==> config.mk <==
export PLATFORM = sky130hd
export DESIGN_NAME = energy_vad_recorder
export DESIGN_NICKNAME = d
export VERILOG_FILES = /design/src/rtl/evr_pkg.sv /design/src/rtl/evr_csr.sv /design/src/rtl/evr_core.sv /design/src/rtl/energy_vad_recorder.sv
export SDC_FILE = /design/constraint.sdc
export NUM_CORES = 1
export LEC_CHECK = 0
export BUFFER_PORTS_ARGS = -buffer_cell sky130_fd_sc_hd__buf_2
export CELL_PAD_IN_SITES_DETAIL_PLACEMENT = 1
export CELL_PAD_IN_SITES_GLOBAL_PLACEMENT = 1
export CORE_UTILIZATION = 40
export CTS_BUF_LIST = sky130_fd_sc_hd__clkbuf_8 sky130_fd_sc_hd__clkbuf_16
export CTS_CLUSTER_SIZE = 25
export DETAILED_ROUTE_END_ITERATION = 16
export PLACE_DENSITY = 0.81
export SYNTH_ARGS = -nofsm -noshare
export SYNTH_HDL_FRONTEND = slang
export SYNTH_SLANG_ARGS = --single-unit
==> constraint.sdc <==
create_clock -name clock -period 9.95 [get_ports clock]
set_clock_uncertainty 0.2 [all_clocks]
set_input_delay 2.985 -clock clock [delete_from_list [all_inputs] [get_ports clock]]
set_output_delay 2.985 -clock clock [all_outputs]
set_load 0.05 [all_outputs]
==> src/rtl/evr_pkg.sv <==
// Shared types and constants of the energy voice activity recorder.
`default_nettype none
package evr_pkg;

   // operation codes carried by req_op
   localparam logic [1:0] OP_SAMPLE  = 2'd0;
   localparam logic [1:0] OP_START   = 2'd1;
   localparam logic [1:0] OP_STOP    = 2'd2;
   localparam logic [1:0] OP_DISCARD = 2'd3;

   // register indexes (byte address = 4 * index)
   localparam logic [1:0] REG_THRESHOLD = 2'd0;
   localparam logic [1:0] REG_NEEDED    = 2'd1;
   localparam logic [1:0] REG_CAPACITY  = 2'd2;

   localparam int CSR_ADDR_W = 4;
   localparam int CSR_DATA_W = 32;

   localparam int SAMPLE_W = 16;
   localparam int LEN_W    = 18;
   localparam int SUM_W    = 24;
   localparam int CNT_W    = 9;
   localparam int SILENT_W = 16;

   localparam logic [CNT_W-1:0] FRAME_SAMPLES = 9'd480;

   localparam logic [15:0]      THRESHOLD_RST = 16'd200;
   localparam logic [15:0]      NEEDED_RST    = 16'd30;
   localparam logic [LEN_W-1:0] CAPACITY_RST  = 18'd192000;

   typedef struct packed {
      logic [15:0]      silence_threshold;
      logic [15:0]      silent_frames_needed;
      logic [LEN_W-1:0] record_capacity;
   } evr_cfg_type;

   typedef struct packed {
      logic             is_recording;
      logic             silence_detected;
      logic [LEN_W-1:0] recorded_samples;
      logic             frame_was_silent;
   } evr_result_type;

endpackage
`default_nettype wire

==> src/rtl/evr_csr.sv <==
// Configuration register file behind the APB-style port.
`default_nettype none
module evr_csr
   import evr_pkg::*;
(
   input  wire logic                  clock,
   input  wire logic                  reset,
   input  wire logic                  csr_psel,
   input  wire logic                  csr_penable,
   input  wire logic                  csr_pwrite,
   input  wire logic [CSR_ADDR_W-1:0] csr_paddr,
   input  wire logic [CSR_DATA_W-1:0] csr_pwdata,
   output logic      [CSR_DATA_W-1:0] csr_prdata,
   output logic                       csr_pready,
   output evr_cfg_type                cfg
);

   evr_cfg_type cfg_ff, cfg_in;
   logic        wr_en;
   logic [1:0]  reg_idx;

   assign reg_idx    = csr_paddr[CSR_ADDR_W-1:2];
   assign wr_en      = csr_psel && csr_penable && csr_pwrite;
   assign csr_pready = 1'b1;
   assign cfg        = cfg_ff;

   always_comb begin
      cfg_in = cfg_ff;
      if (wr_en) begin
         case (reg_idx)
            REG_THRESHOLD: cfg_in.silence_threshold    = csr_pwdata[15:0];
            REG_NEEDED:    cfg_in.silent_frames_needed = csr_pwdata[15:0];
            REG_CAPACITY:  cfg_in.record_capacity      = csr_pwdata[LEN_W-1:0];
            default:       cfg_in = cfg_ff;
         endcase
      end
   end

   always_comb begin
      case (reg_idx)
         REG_THRESHOLD: csr_prdata = {16'd0, cfg_ff.silence_threshold};
         REG_NEEDED:    csr_prdata = {16'd0, cfg_ff.silent_frames_needed};
         REG_CAPACITY:  csr_prdata = {{(CSR_DATA_W-LEN_W){1'b0}}, cfg_ff.record_capacity};
         default:       csr_prdata = '0;
      endcase
   end

   always_ff @(posedge clock) begin
      if (reset) begin
         cfg_ff.silence_threshold    <= THRESHOLD_RST;
         cfg_ff.silent_frames_needed <= NEEDED_RST;
         cfg_ff.record_capacity      <= CAPACITY_RST;
      end else begin
         cfg_ff <= cfg_in;
      end
   end

endmodule
`default_nettype wire

==> src/rtl/evr_core.sv <==
// Recorder state and combinational next-state frame energy update.
`default_nettype none
module evr_core
   import evr_pkg::*;
(
   input  wire logic                clock,
   input  wire logic                reset,
   input  wire logic                step,
   input  wire logic [1:0]          op,
   input  wire logic [SAMPLE_W-1:0] sample,
   input  wire logic                frame_end,
   input  wire evr_cfg_type         cfg,
   output evr_result_type           result
);

   logic                recording_ff, recording_in;
   logic [LEN_W-1:0]    len_ff, len_in;
   logic [SUM_W-1:0]    sum_ff, sum_in;
   logic [CNT_W-1:0]    cnt_ff, cnt_in;
   logic [SILENT_W-1:0] silent_ff, silent_in;

   logic [SAMPLE_W-1:0] mag;
   logic [SUM_W-1:0]    sum_add;
   logic [CNT_W-1:0]    cnt_add;
   logic                close;
   logic [LEN_W:0]      len_total;
   logic                overflow;
   logic [SUM_W:0]      limit;
   logic                quiet;
   logic                was_silent;

   // |sample|; -32768 maps to 0x8000
   assign mag       = sample[SAMPLE_W-1] ? SAMPLE_W'(~sample + 1'b1) : sample;
   assign sum_add   = sum_ff + SUM_W'(mag);
   assign cnt_add   = cnt_ff + 1'b1;
   assign close     = frame_end || (cnt_add >= FRAME_SAMPLES);
   assign len_total = {1'b0, len_ff} + (LEN_W+1)'(cnt_add);
   assign overflow  = len_total > {1'b0, cfg.record_capacity};
   // threshold * count, 16 x 9 bits
   assign limit     = (SUM_W+1)'(cfg.silence_threshold * cnt_add);
   assign quiet     = {1'b0, sum_add} < limit;

   always_comb begin
      recording_in = recording_ff;
      len_in       = len_ff;
      sum_in       = sum_ff;
      cnt_in       = cnt_ff;
      silent_in    = silent_ff;
      was_silent   = 1'b0;
      case (op)
         OP_START: begin
            recording_in = 1'b1;
            len_in       = '0;
            silent_in    = '0;
            sum_in       = '0;
            cnt_in       = '0;
         end
         OP_STOP: begin
            recording_in = 1'b0;
            sum_in       = '0;
            cnt_in       = '0;
         end
         OP_DISCARD: begin
            recording_in = 1'b0;
            len_in       = '0;
            sum_in       = '0;
            cnt_in       = '0;
         end
         OP_SAMPLE: begin
            if (recording_ff) begin
               sum_in = sum_add;
               cnt_in = cnt_add;
               if (close) begin
                  sum_in = '0;
                  cnt_in = '0;
                  if (overflow) begin
                     recording_in = 1'b0;
                  end else begin
                     len_in = len_total[LEN_W-1:0];
                     if (quiet) begin
                        was_silent = 1'b1;
                        if (silent_ff != '1) silent_in = silent_ff + 1'b1;
                     end else begin
                        silent_in = '0;
                     end
                  end
               end
            end
         end
         default: recording_in = recording_ff;
      endcase
   end

   assign result.is_recording     = recording_in;
   assign result.silence_detected = recording_in && (silent_in >= cfg.silent_frames_needed);
   assign result.recorded_samples = len_in;
   assign result.frame_was_silent = was_silent;

   always_ff @(posedge clock) begin
      if (reset) begin
         recording_ff <= 1'b0;
         len_ff       <= '0;
         sum_ff       <= '0;
         cnt_ff       <= '0;
         silent_ff    <= '0;
      end else if (step) begin
         recording_ff <= recording_in;
         len_ff       <= len_in;
         sum_ff       <= sum_in;
         cnt_ff       <= cnt_in;
         silent_ff    <= silent_in;
      end
   end

   // an open frame never reaches the frame size
   a_cnt_bound: assert property (@(posedge clock) disable iff (reset)
      cnt_ff < FRAME_SAMPLES)
      else $error("frame sample count reached frame size");

   // no partial frame is held while idle
   a_idle_clear: assert property (@(posedge clock) disable iff (reset)
      !recording_ff |-> (cnt_ff == '0) && (sum_ff == '0))
      else $error("frame accumulators not clear while idle");

   // an accepted silent frame leaves recording on
   a_silent_rec: assert property (@(posedge clock) disable iff (reset)
      step && was_silent |=> recording_ff)
      else $error("silent frame but recording stopped");

   // a start always leaves an empty record
   a_start: assert property (@(posedge clock) disable iff (reset)
      step && (op == OP_START) |=> recording_ff && (len_ff == '0) && (silent_ff == '0))
      else $error("start did not reset the record");

endmodule
`default_nettype wire

==> src/rtl/energy_vad_recorder.sv <==
// Top level of the energy voice activity recorder: handshake stages around the core.
`default_nettype none
// Energy-based voice activity detector for a recorder. Each req transfer carries one
// operation: a 16-bit sample (op 0), start (1), stop (2) or discard (3). While recording,
// sample magnitudes are summed per frame; a frame closes on frame_end or on its 480th
// sample. A closing frame that would push the record past record_capacity is dropped and
// recording stops; otherwise its samples join recorded_samples and it counts as silent
// when sum < silence_threshold * count. Every req transfer yields exactly one rsp
// transfer with the state after that item. Throughput is one item per clock while
// rsp_ready is high; each item passes the input register, then the core's state update
// loop (16 x 9 multiply plus a 25-bit compare), then the result register, which frees
// itself when taken; a new item is accepted while a result waits if the input register
// is empty. Register map (32-bit APB-style, pready always high): 0x0 silence_threshold,
// 0x4 silent_frames_needed, 0x8 record_capacity; write only while the block is idle.
module energy_vad_recorder
   import evr_pkg::*;
(
   input  wire logic                  clock,
   input  wire logic                  reset,
   // request channel
   input  wire logic                  req_valid,
   output logic                       req_ready,
   input  wire logic [1:0]            req_op,
   input  wire logic [SAMPLE_W-1:0]   req_sample,
   input  wire logic                  req_frame_end,
   // response channel
   output logic                       rsp_valid,
   input  wire logic                  rsp_ready,
   output logic                       rsp_is_recording,
   output logic                       rsp_silence_detected,
   output logic      [LEN_W-1:0]      rsp_recorded_samples,
   output logic                       rsp_frame_was_silent,
   // configuration port
   input  wire logic                  csr_psel,
   input  wire logic                  csr_penable,
   input  wire logic                  csr_pwrite,
   input  wire logic [CSR_ADDR_W-1:0] csr_paddr,
   input  wire logic [CSR_DATA_W-1:0] csr_pwdata,
   output logic      [CSR_DATA_W-1:0] csr_prdata,
   output logic                       csr_pready
);

   evr_cfg_type    cfg;
   evr_result_type core_res;
   evr_result_type res_ff;

   // input register
   logic                in_valid_ff, in_valid_in;
   logic [1:0]          in_op_ff;
   logic [SAMPLE_W-1:0] in_sample_ff;
   logic                in_frame_end_ff;

   logic                out_valid_ff, out_valid_in;
   logic                out_free;   // result register empty or emptying this cycle
   logic                advance;    // input register item moves into the core
   logic                req_xfer;

   assign out_free  = !out_valid_ff || rsp_ready;
   assign advance   = in_valid_ff && out_free;
   assign req_ready = !in_valid_ff || out_free;
   assign req_xfer  = req_valid && req_ready;

   always_comb begin
      in_valid_in = in_valid_ff;
      if (req_xfer)     in_valid_in = 1'b1;
      else if (advance) in_valid_in = 1'b0;
   end

   always_comb begin
      out_valid_in = out_valid_ff;
      if (advance)        out_valid_in = 1'b1;
      else if (rsp_ready) out_valid_in = 1'b0;
   end

   always_ff @(posedge clock) begin
      if (reset) begin
         in_valid_ff  <= 1'b0;
         out_valid_ff <= 1'b0;
      end else begin
         in_valid_ff  <= in_valid_in;
         out_valid_ff <= out_valid_in;
      end
   end

   // payload registers, no reset needed
   always_ff @(posedge clock) begin
      if (req_xfer) begin
         in_op_ff        <= req_op;
         in_sample_ff    <= req_sample;
         in_frame_end_ff <= req_frame_end;
      end
      if (advance) res_ff <= core_res;
   end

   evr_csr u_csr (
      .clock       (clock),
      .reset       (reset),
      .csr_psel    (csr_psel),
      .csr_penable (csr_penable),
      .csr_pwrite  (csr_pwrite),
      .csr_paddr   (csr_paddr),
      .csr_pwdata  (csr_pwdata),
      .csr_prdata  (csr_prdata),
      .csr_pready  (csr_pready),
      .cfg         (cfg)
   );

   evr_core u_core (
      .clock     (clock),
      .reset     (reset),
      .step      (advance),
      .op        (in_op_ff),
      .sample    (in_sample_ff),
      .frame_end (in_frame_end_ff),
      .cfg       (cfg),
      .result    (core_res)
   );

   assign rsp_valid            = out_valid_ff;
   assign rsp_is_recording     = res_ff.is_recording;
   assign rsp_silence_detected = res_ff.silence_detected;
   assign rsp_recorded_samples = res_ff.recorded_samples;
   assign rsp_frame_was_silent = res_ff.frame_was_silent;

   // an item stuck behind a full result register is kept
   a_in_hold: assert property (@(posedge clock) disable iff (reset)
      in_valid_ff && !out_free |=> in_valid_ff)
      else $error("input item lost while result stalled");

   // every item leaving the input register lands in the result register
   a_adv_out: assert property (@(posedge clock) disable iff (reset)
      advance |=> out_valid_ff)
      else $error("advanced item produced no result");

   // silence is only reported while recording
   a_sil_rec: assert property (@(posedge clock) disable iff (reset)
      out_valid_ff |-> !res_ff.silence_detected || res_ff.is_recording)
      else $error("silence reported while not recording");

endmodule
`default_nettype wire
# After elaboration in Yosys (flattened, before gate mapping)
# Index checks and enable logic that the tools add are counted.
[word_totals]
n_memories = 0
romBits = 0
ramBits = 0
latch_bits = 0
reg_bits = 160
[op_classes]
muxes = 27
shifts = 0
n_bitwise = 4
n_addsub = 5
n_lt_le_gt_ge = 4
n_eq_ne = 7
mul = 1
reduce_logical = 22
n_div = 0
[op_table]
columns = ["op", "n"]
rows = [
  ["16-bit two-way mux", 6],
  ["18-bit two-way mux", 3],
  ["18-bit one-hot mux with 3 select lines", 1],
  ["24-bit two-way mux", 2],
  ["24-bit one-hot mux with 2 select lines", 1],
  ["18-bit one-hot mux with 2 select lines", 1],
  ["16-bit by 1-bit adder with 16-bit output, second input constant", 2],
  ["16-bit one-hot mux with 2 select lines", 1],
  ["24-bit by 25-bit < comparator with 1-bit output", 1],
  ["16-bit by 9-bit multiplier with 25-bit output", 1],
  ["24-bit by 16-bit adder with 24-bit output", 1],
  ["18-bit by 9-bit adder with 19-bit output", 1],
  ["19-bit by 18-bit greater-than comparator with 1-bit output", 1],
  ["9-bit two-way mux", 2],
  ["9-bit one-hot mux with 2 select lines", 1],
  ["16-bit >= comparator", 1],
  ["16-bit != test, second input constant", 1],
  ["16-bit NOT", 1],
  ["9-bit by 1-bit adder with 9-bit output, second input constant", 1],
  ["9-bit >= comparator, second input constant", 1],
  ["1-bit two-way mux", 8],
  ["2-bit AND reduction", 4],
  ["2-bit == test, second input constant", 3],
  ["1-bit logical AND", 5],
  ["other kinds (11)", 20],
]

# Depth between registers and ports, before layout
[logic_depth]
depth_word = 12
ltp_mapped = 45
mapped_depth_nobuf = 43

# Cells and area by module
# From an unflattened synthesis, not the netlist that was laid out.
[hier_totals]
cells_unflattened = 1774
area_unflattened_um2 = 15197.1
[modules_own_cells]
columns = ["module", "seq_area_each_um2", "cells_each", "n_inst", "area_each_um2"]
rows = [
  ["evr_core", 1361.3, 1448, 1, 11347.1],
  ["evr_csr", 1001.0, 276, 1, 2544.9],
  ["energy_vad_recorder", 1241.2, 50, 1, 1305.0],
]

# Worst setup path after synthesis
# No wires, ideal clock.
[synth_timing]
path_kind = "reg-to-reg"
start = "register u_core.cnt_ff[0]"
end = "register res_ff (netlist bit rsp_silence_detected), data pin"
arrival_ps = 8552
t_required_ps = 9485
stages_incl_launch_ff = 46
path_slack_ps = 932
n_path_buf = 3
synth_period_minus_slack_ps = 9018
path_cell_list = "dfxtp_1 > clkbuf_1 > and2_1 > and2_1 > and3_1 > xor2_1 > clkbuf_1 > nand2_1 > fa_1 > fa_1 > inv_1 > fa_1 > inv_1 > fa_1 > inv_1 > ha_1 > o21ai_0 > o21bai_1 > (+10 left out) > a21oi_1 > o21ai_0 > o21ai_0 > o211ai_1 > a21oi_1 > buf_2 > and2_1 > mux2i_1 > ha_1 > nand2b_1 > a21o_1 > a21o_1 > a211oi_1 > o21ai_0 > nand2_1 > a21oi_1 > o211ai_1 > a21boi_0"
[synth_lines]
columns = ["element", "line_no", "source"]
rows = [
  ["start: declaration", "evr_core.sv:19", "logic [CNT_W-1:0] cnt_ff, cnt_in;"],
  ["start signal: assignment", "evr_core.sv:110", "cnt_ff <= cnt_in;"],
  ["end signal: assignment", "energy_vad_recorder.sv:92", "if (advance) res_ff <= core_res;"],
  ["end: declaration", "energy_vad_recorder.sv:45", "evr_result_type res_ff;"],
]

==> impl_metrics.yaml <==
status:
  status: "complete, no violations"
detailed_routing:
  drt_first_pass_iters: 5
  drc_errors: 0
  final_antenna_net_count: 0
  via_count: 13247
  via_per_inst: 5.69
  wire_per_inst_um: 19.7
  wl_mm: 45.9
  drtIter0Drc: 658
floorplan:
  fp-row-count: 70
  fp.dieW_um: 195
  start_util_pct: 40.6
  core_sq_um: 36600
  ios: 118
  dieArea_sq_um: 37900
  die_h_um: 195
pwr:
  p_per_area_nw_per_um2: 99.0
  ir_worst_vdd_v: 0.000116
  p_leak_nw: 7.41
  fin_total_pwr_mw: 1.63
cts:
  cts-root-buf: "clkbuf_16"
  clk_pin_slew_ps: 70
  cts_made_buffers: 17
  clock_latency_ps: 450
  cts_sinks: 160
  cts_tree: "done"
  cts_hold_buf: 0
  htree_levels: 4
  clk_path_buf_depth: 2
timing:
  fin_crit_sh_pct: 96.2
  final-hold-violation-count: 0
  slew_viol_final: 0
  finalCriticalPeriod_ps: 9570
  setup_tns_ps: 0
  worst_pin_slew_ps: 1160
  max_freq_mhz: 104
  setup_viol: 0
  relSlewSlack_pct: 22.3
placed_design:
  dpl.hpwl_mm: 34.6
  place.gp.congestion: 0.901
  port_buffers: 86
critical_path:
  slowest_delay_ps: 560
  path_max_fanout: 7
  cp.arrival_ps: 9550
  endpoint_kind: "flop"
  crit_top_cell: "o21ai_0"
  cp-start-kind: "flop"
  critical_path_class: "reg -> reg"
  slowest_stage: "fa_1"
  cp_data_required_time_ps: 9930
grt:
  overflow: 0
  grt.total_usage_pct: 24.6
  grt_pass1_wl_mm: 74.7
  antenna_found_initial: 2
  grt_max_degree: 63
  grt_pass1_vias: 13963
logic_synthesis:
  synth_area_sq_um: 14900
  yosysWarnings: 0
  ys_types: 73
  syn_avg_cell_area_sq_um: 8.26
  synth_enable_flop_cells: 40
  synth_top_cell_area_share_pct: 16.2
  synth_async_sr_flop_share_pct: 0
  synth_cells: 1798
  ys_top_cells_by_area: "dfxtp_1 16%, fa_1 14%, ha_1 11%"
  ys_seq_area_share_pct: 24.3
  yosysTopAreaCell: "dfxtp_1"
  synth_ff_type: "dfxtp_1"
  ys_ff_latch: 160
final_layout:
  area_growth_pct: 10.9
  final_common_cell: "nand2_1"
  nets: 2140
  layout-drive-gt1-share_pct: 10.4
  finish.utilization_pct: 45.0
  diodes: 0
  final_cell_mix: "245 x nand2_1, 195 x inv_1, 130 x ha_1, 116 x dfxtp_1, 115 x a21oi_1"
min_path:
  hold_path.class: "reg -> reg"
job:
  max_cap_violations: 0
==> Yosys cell counts (all sizes together) (11+ instances only) <==
library cell / instances
a21o: 32
a21oi: 116
a22oi: 24
a31oi: 20
and2: 92
and3: 23
buf: 29
clkbuf: 79
dfxtp: 120
edfxtp: 40
fa: 101
ha: 131
inv: 196
mux2i: 17
nand2: 246
nand2b: 17
nand3: 43
nand4: 20
nor2: 92
nor2b: 17
nor3: 24
o211ai: 17
o21a: 13
o21ai: 74
or3: 11
xnor2: 49
xor2: 32
==> layout make-up <==
| type | instances | area [sq um] |
|---|---|---|
| clock buffers | 17 | 425 |
| clock inverters | 15 | 194 |
| fillers | 4398 | 20100 |
| inverters | 196 | 736 |
| multi-input cells | 1347 | 10200 |
| flip-flops and latches | 160 | 3610 |
| well taps | 468 | 586 |
| repair buffers | 124 | 732 |
==> worst paths after layout <==
| path | cells after the start | slack (ps) | startpoint | end |
|---|---|---|---|---|
| max reg2reg | 42 | 380 | u_core.cnt_ff[1] | rsp_silence_detected |
| min | 2 | 270 | u_csr.cfg[3] | u_csr.cfg[3] |
| min reg2reg | 2 | 270 | u_csr.cfg[3] | u_csr.cfg[3] |
| max | 42 | 380 | u_core.cnt_ff[1] | rsp_silence_detected |
==> logic make-up after synthesis <==
kind of cell    after synthesis  share of synthesized area (%)
flops                       160                           24.3
buf+inv                     304                           8.14
compound gates              382                           16.5
other cells                   2                         0.0505
xor+xnor                     81                           4.78
fa+ha+maj                   232                           24.6
simple gates                620                           20.5
mux                          17                           1.15
==> metal layers <==
| metal | vias up | share of wire (%) | track usage [%] |
|---|---|---|---|
| li1 | 6170 | - | - |
| met1 | 6689 | 44 | 32.4 |
| met2 | 318 | 49 | 42.0 |
| met3 | 66 | 4.7 | 2.83 |
| met4 | 4 | 2.0 | 7.47 |
| met5 | - | 0.059 | 0 |
==> registers in the layout (all words and copies together) (netlist names) <==
register / count
u_csr.cfg: 50
in_sample_ff: 16
u_core.sum_ff: 24
in_valid_ff: 1
rsp_recorded_samples: 18
rsp_valid: 1
rsp_is_recording: 1
in_op_ff: 2
u_core.len_ff: 18
u_core.recording_ff: 1
in_frame_end_ff: 1
rsp_silence_detected: 1
u_core.cnt_ff: 9
u_core.silent_ff: 16
rsp_frame_was_silent: 1
==> what timing repair did <==
item / in CTS / in global routing
gates resized for setup: 0 / 20
setup endpoints to repair: 0 / 1
buffers inserted: 0 / 4
==> metrics by stage <==
step	std cells	cell area (sq um)	hold slack, ps	setup slack (ps)
after detailed placement	2291	15700	269	171
after CTS	2323	16400	278	97.5
after floorplan	1811	14900	245	932
after global placement	2291	15700	257	407
after global routing	2327	16500	296	-1.61
final	2327	16500	275	380
==> power breakdown <==
| part | total (mW) | internal (mW) | switching (mW) |
|---|---|---|---|
| Clock | 0.718 | 0.403 | 0.315 |
| Combinational | 0.222 | 0.0666 | 0.155 |
| Sequential | 0.692 | 0.679 | 0.0124 |
==> worst max-delay path: cells and delay by family, from the launching register on <==
family | cells | cell delay [ps]
adder cells (fa/ha/maj) | 7 | 3020
AND/OR/NAND/NOR | 11 | 1930
buffers and inverters | 3 | 170
XOR/XNOR | 2 | 300
flip-flops | 1 | 400
AO/OA/AOI/OAI | 18 | 3090
multiplexers | 1 | 180
Power figures use the tool's default switching activity.
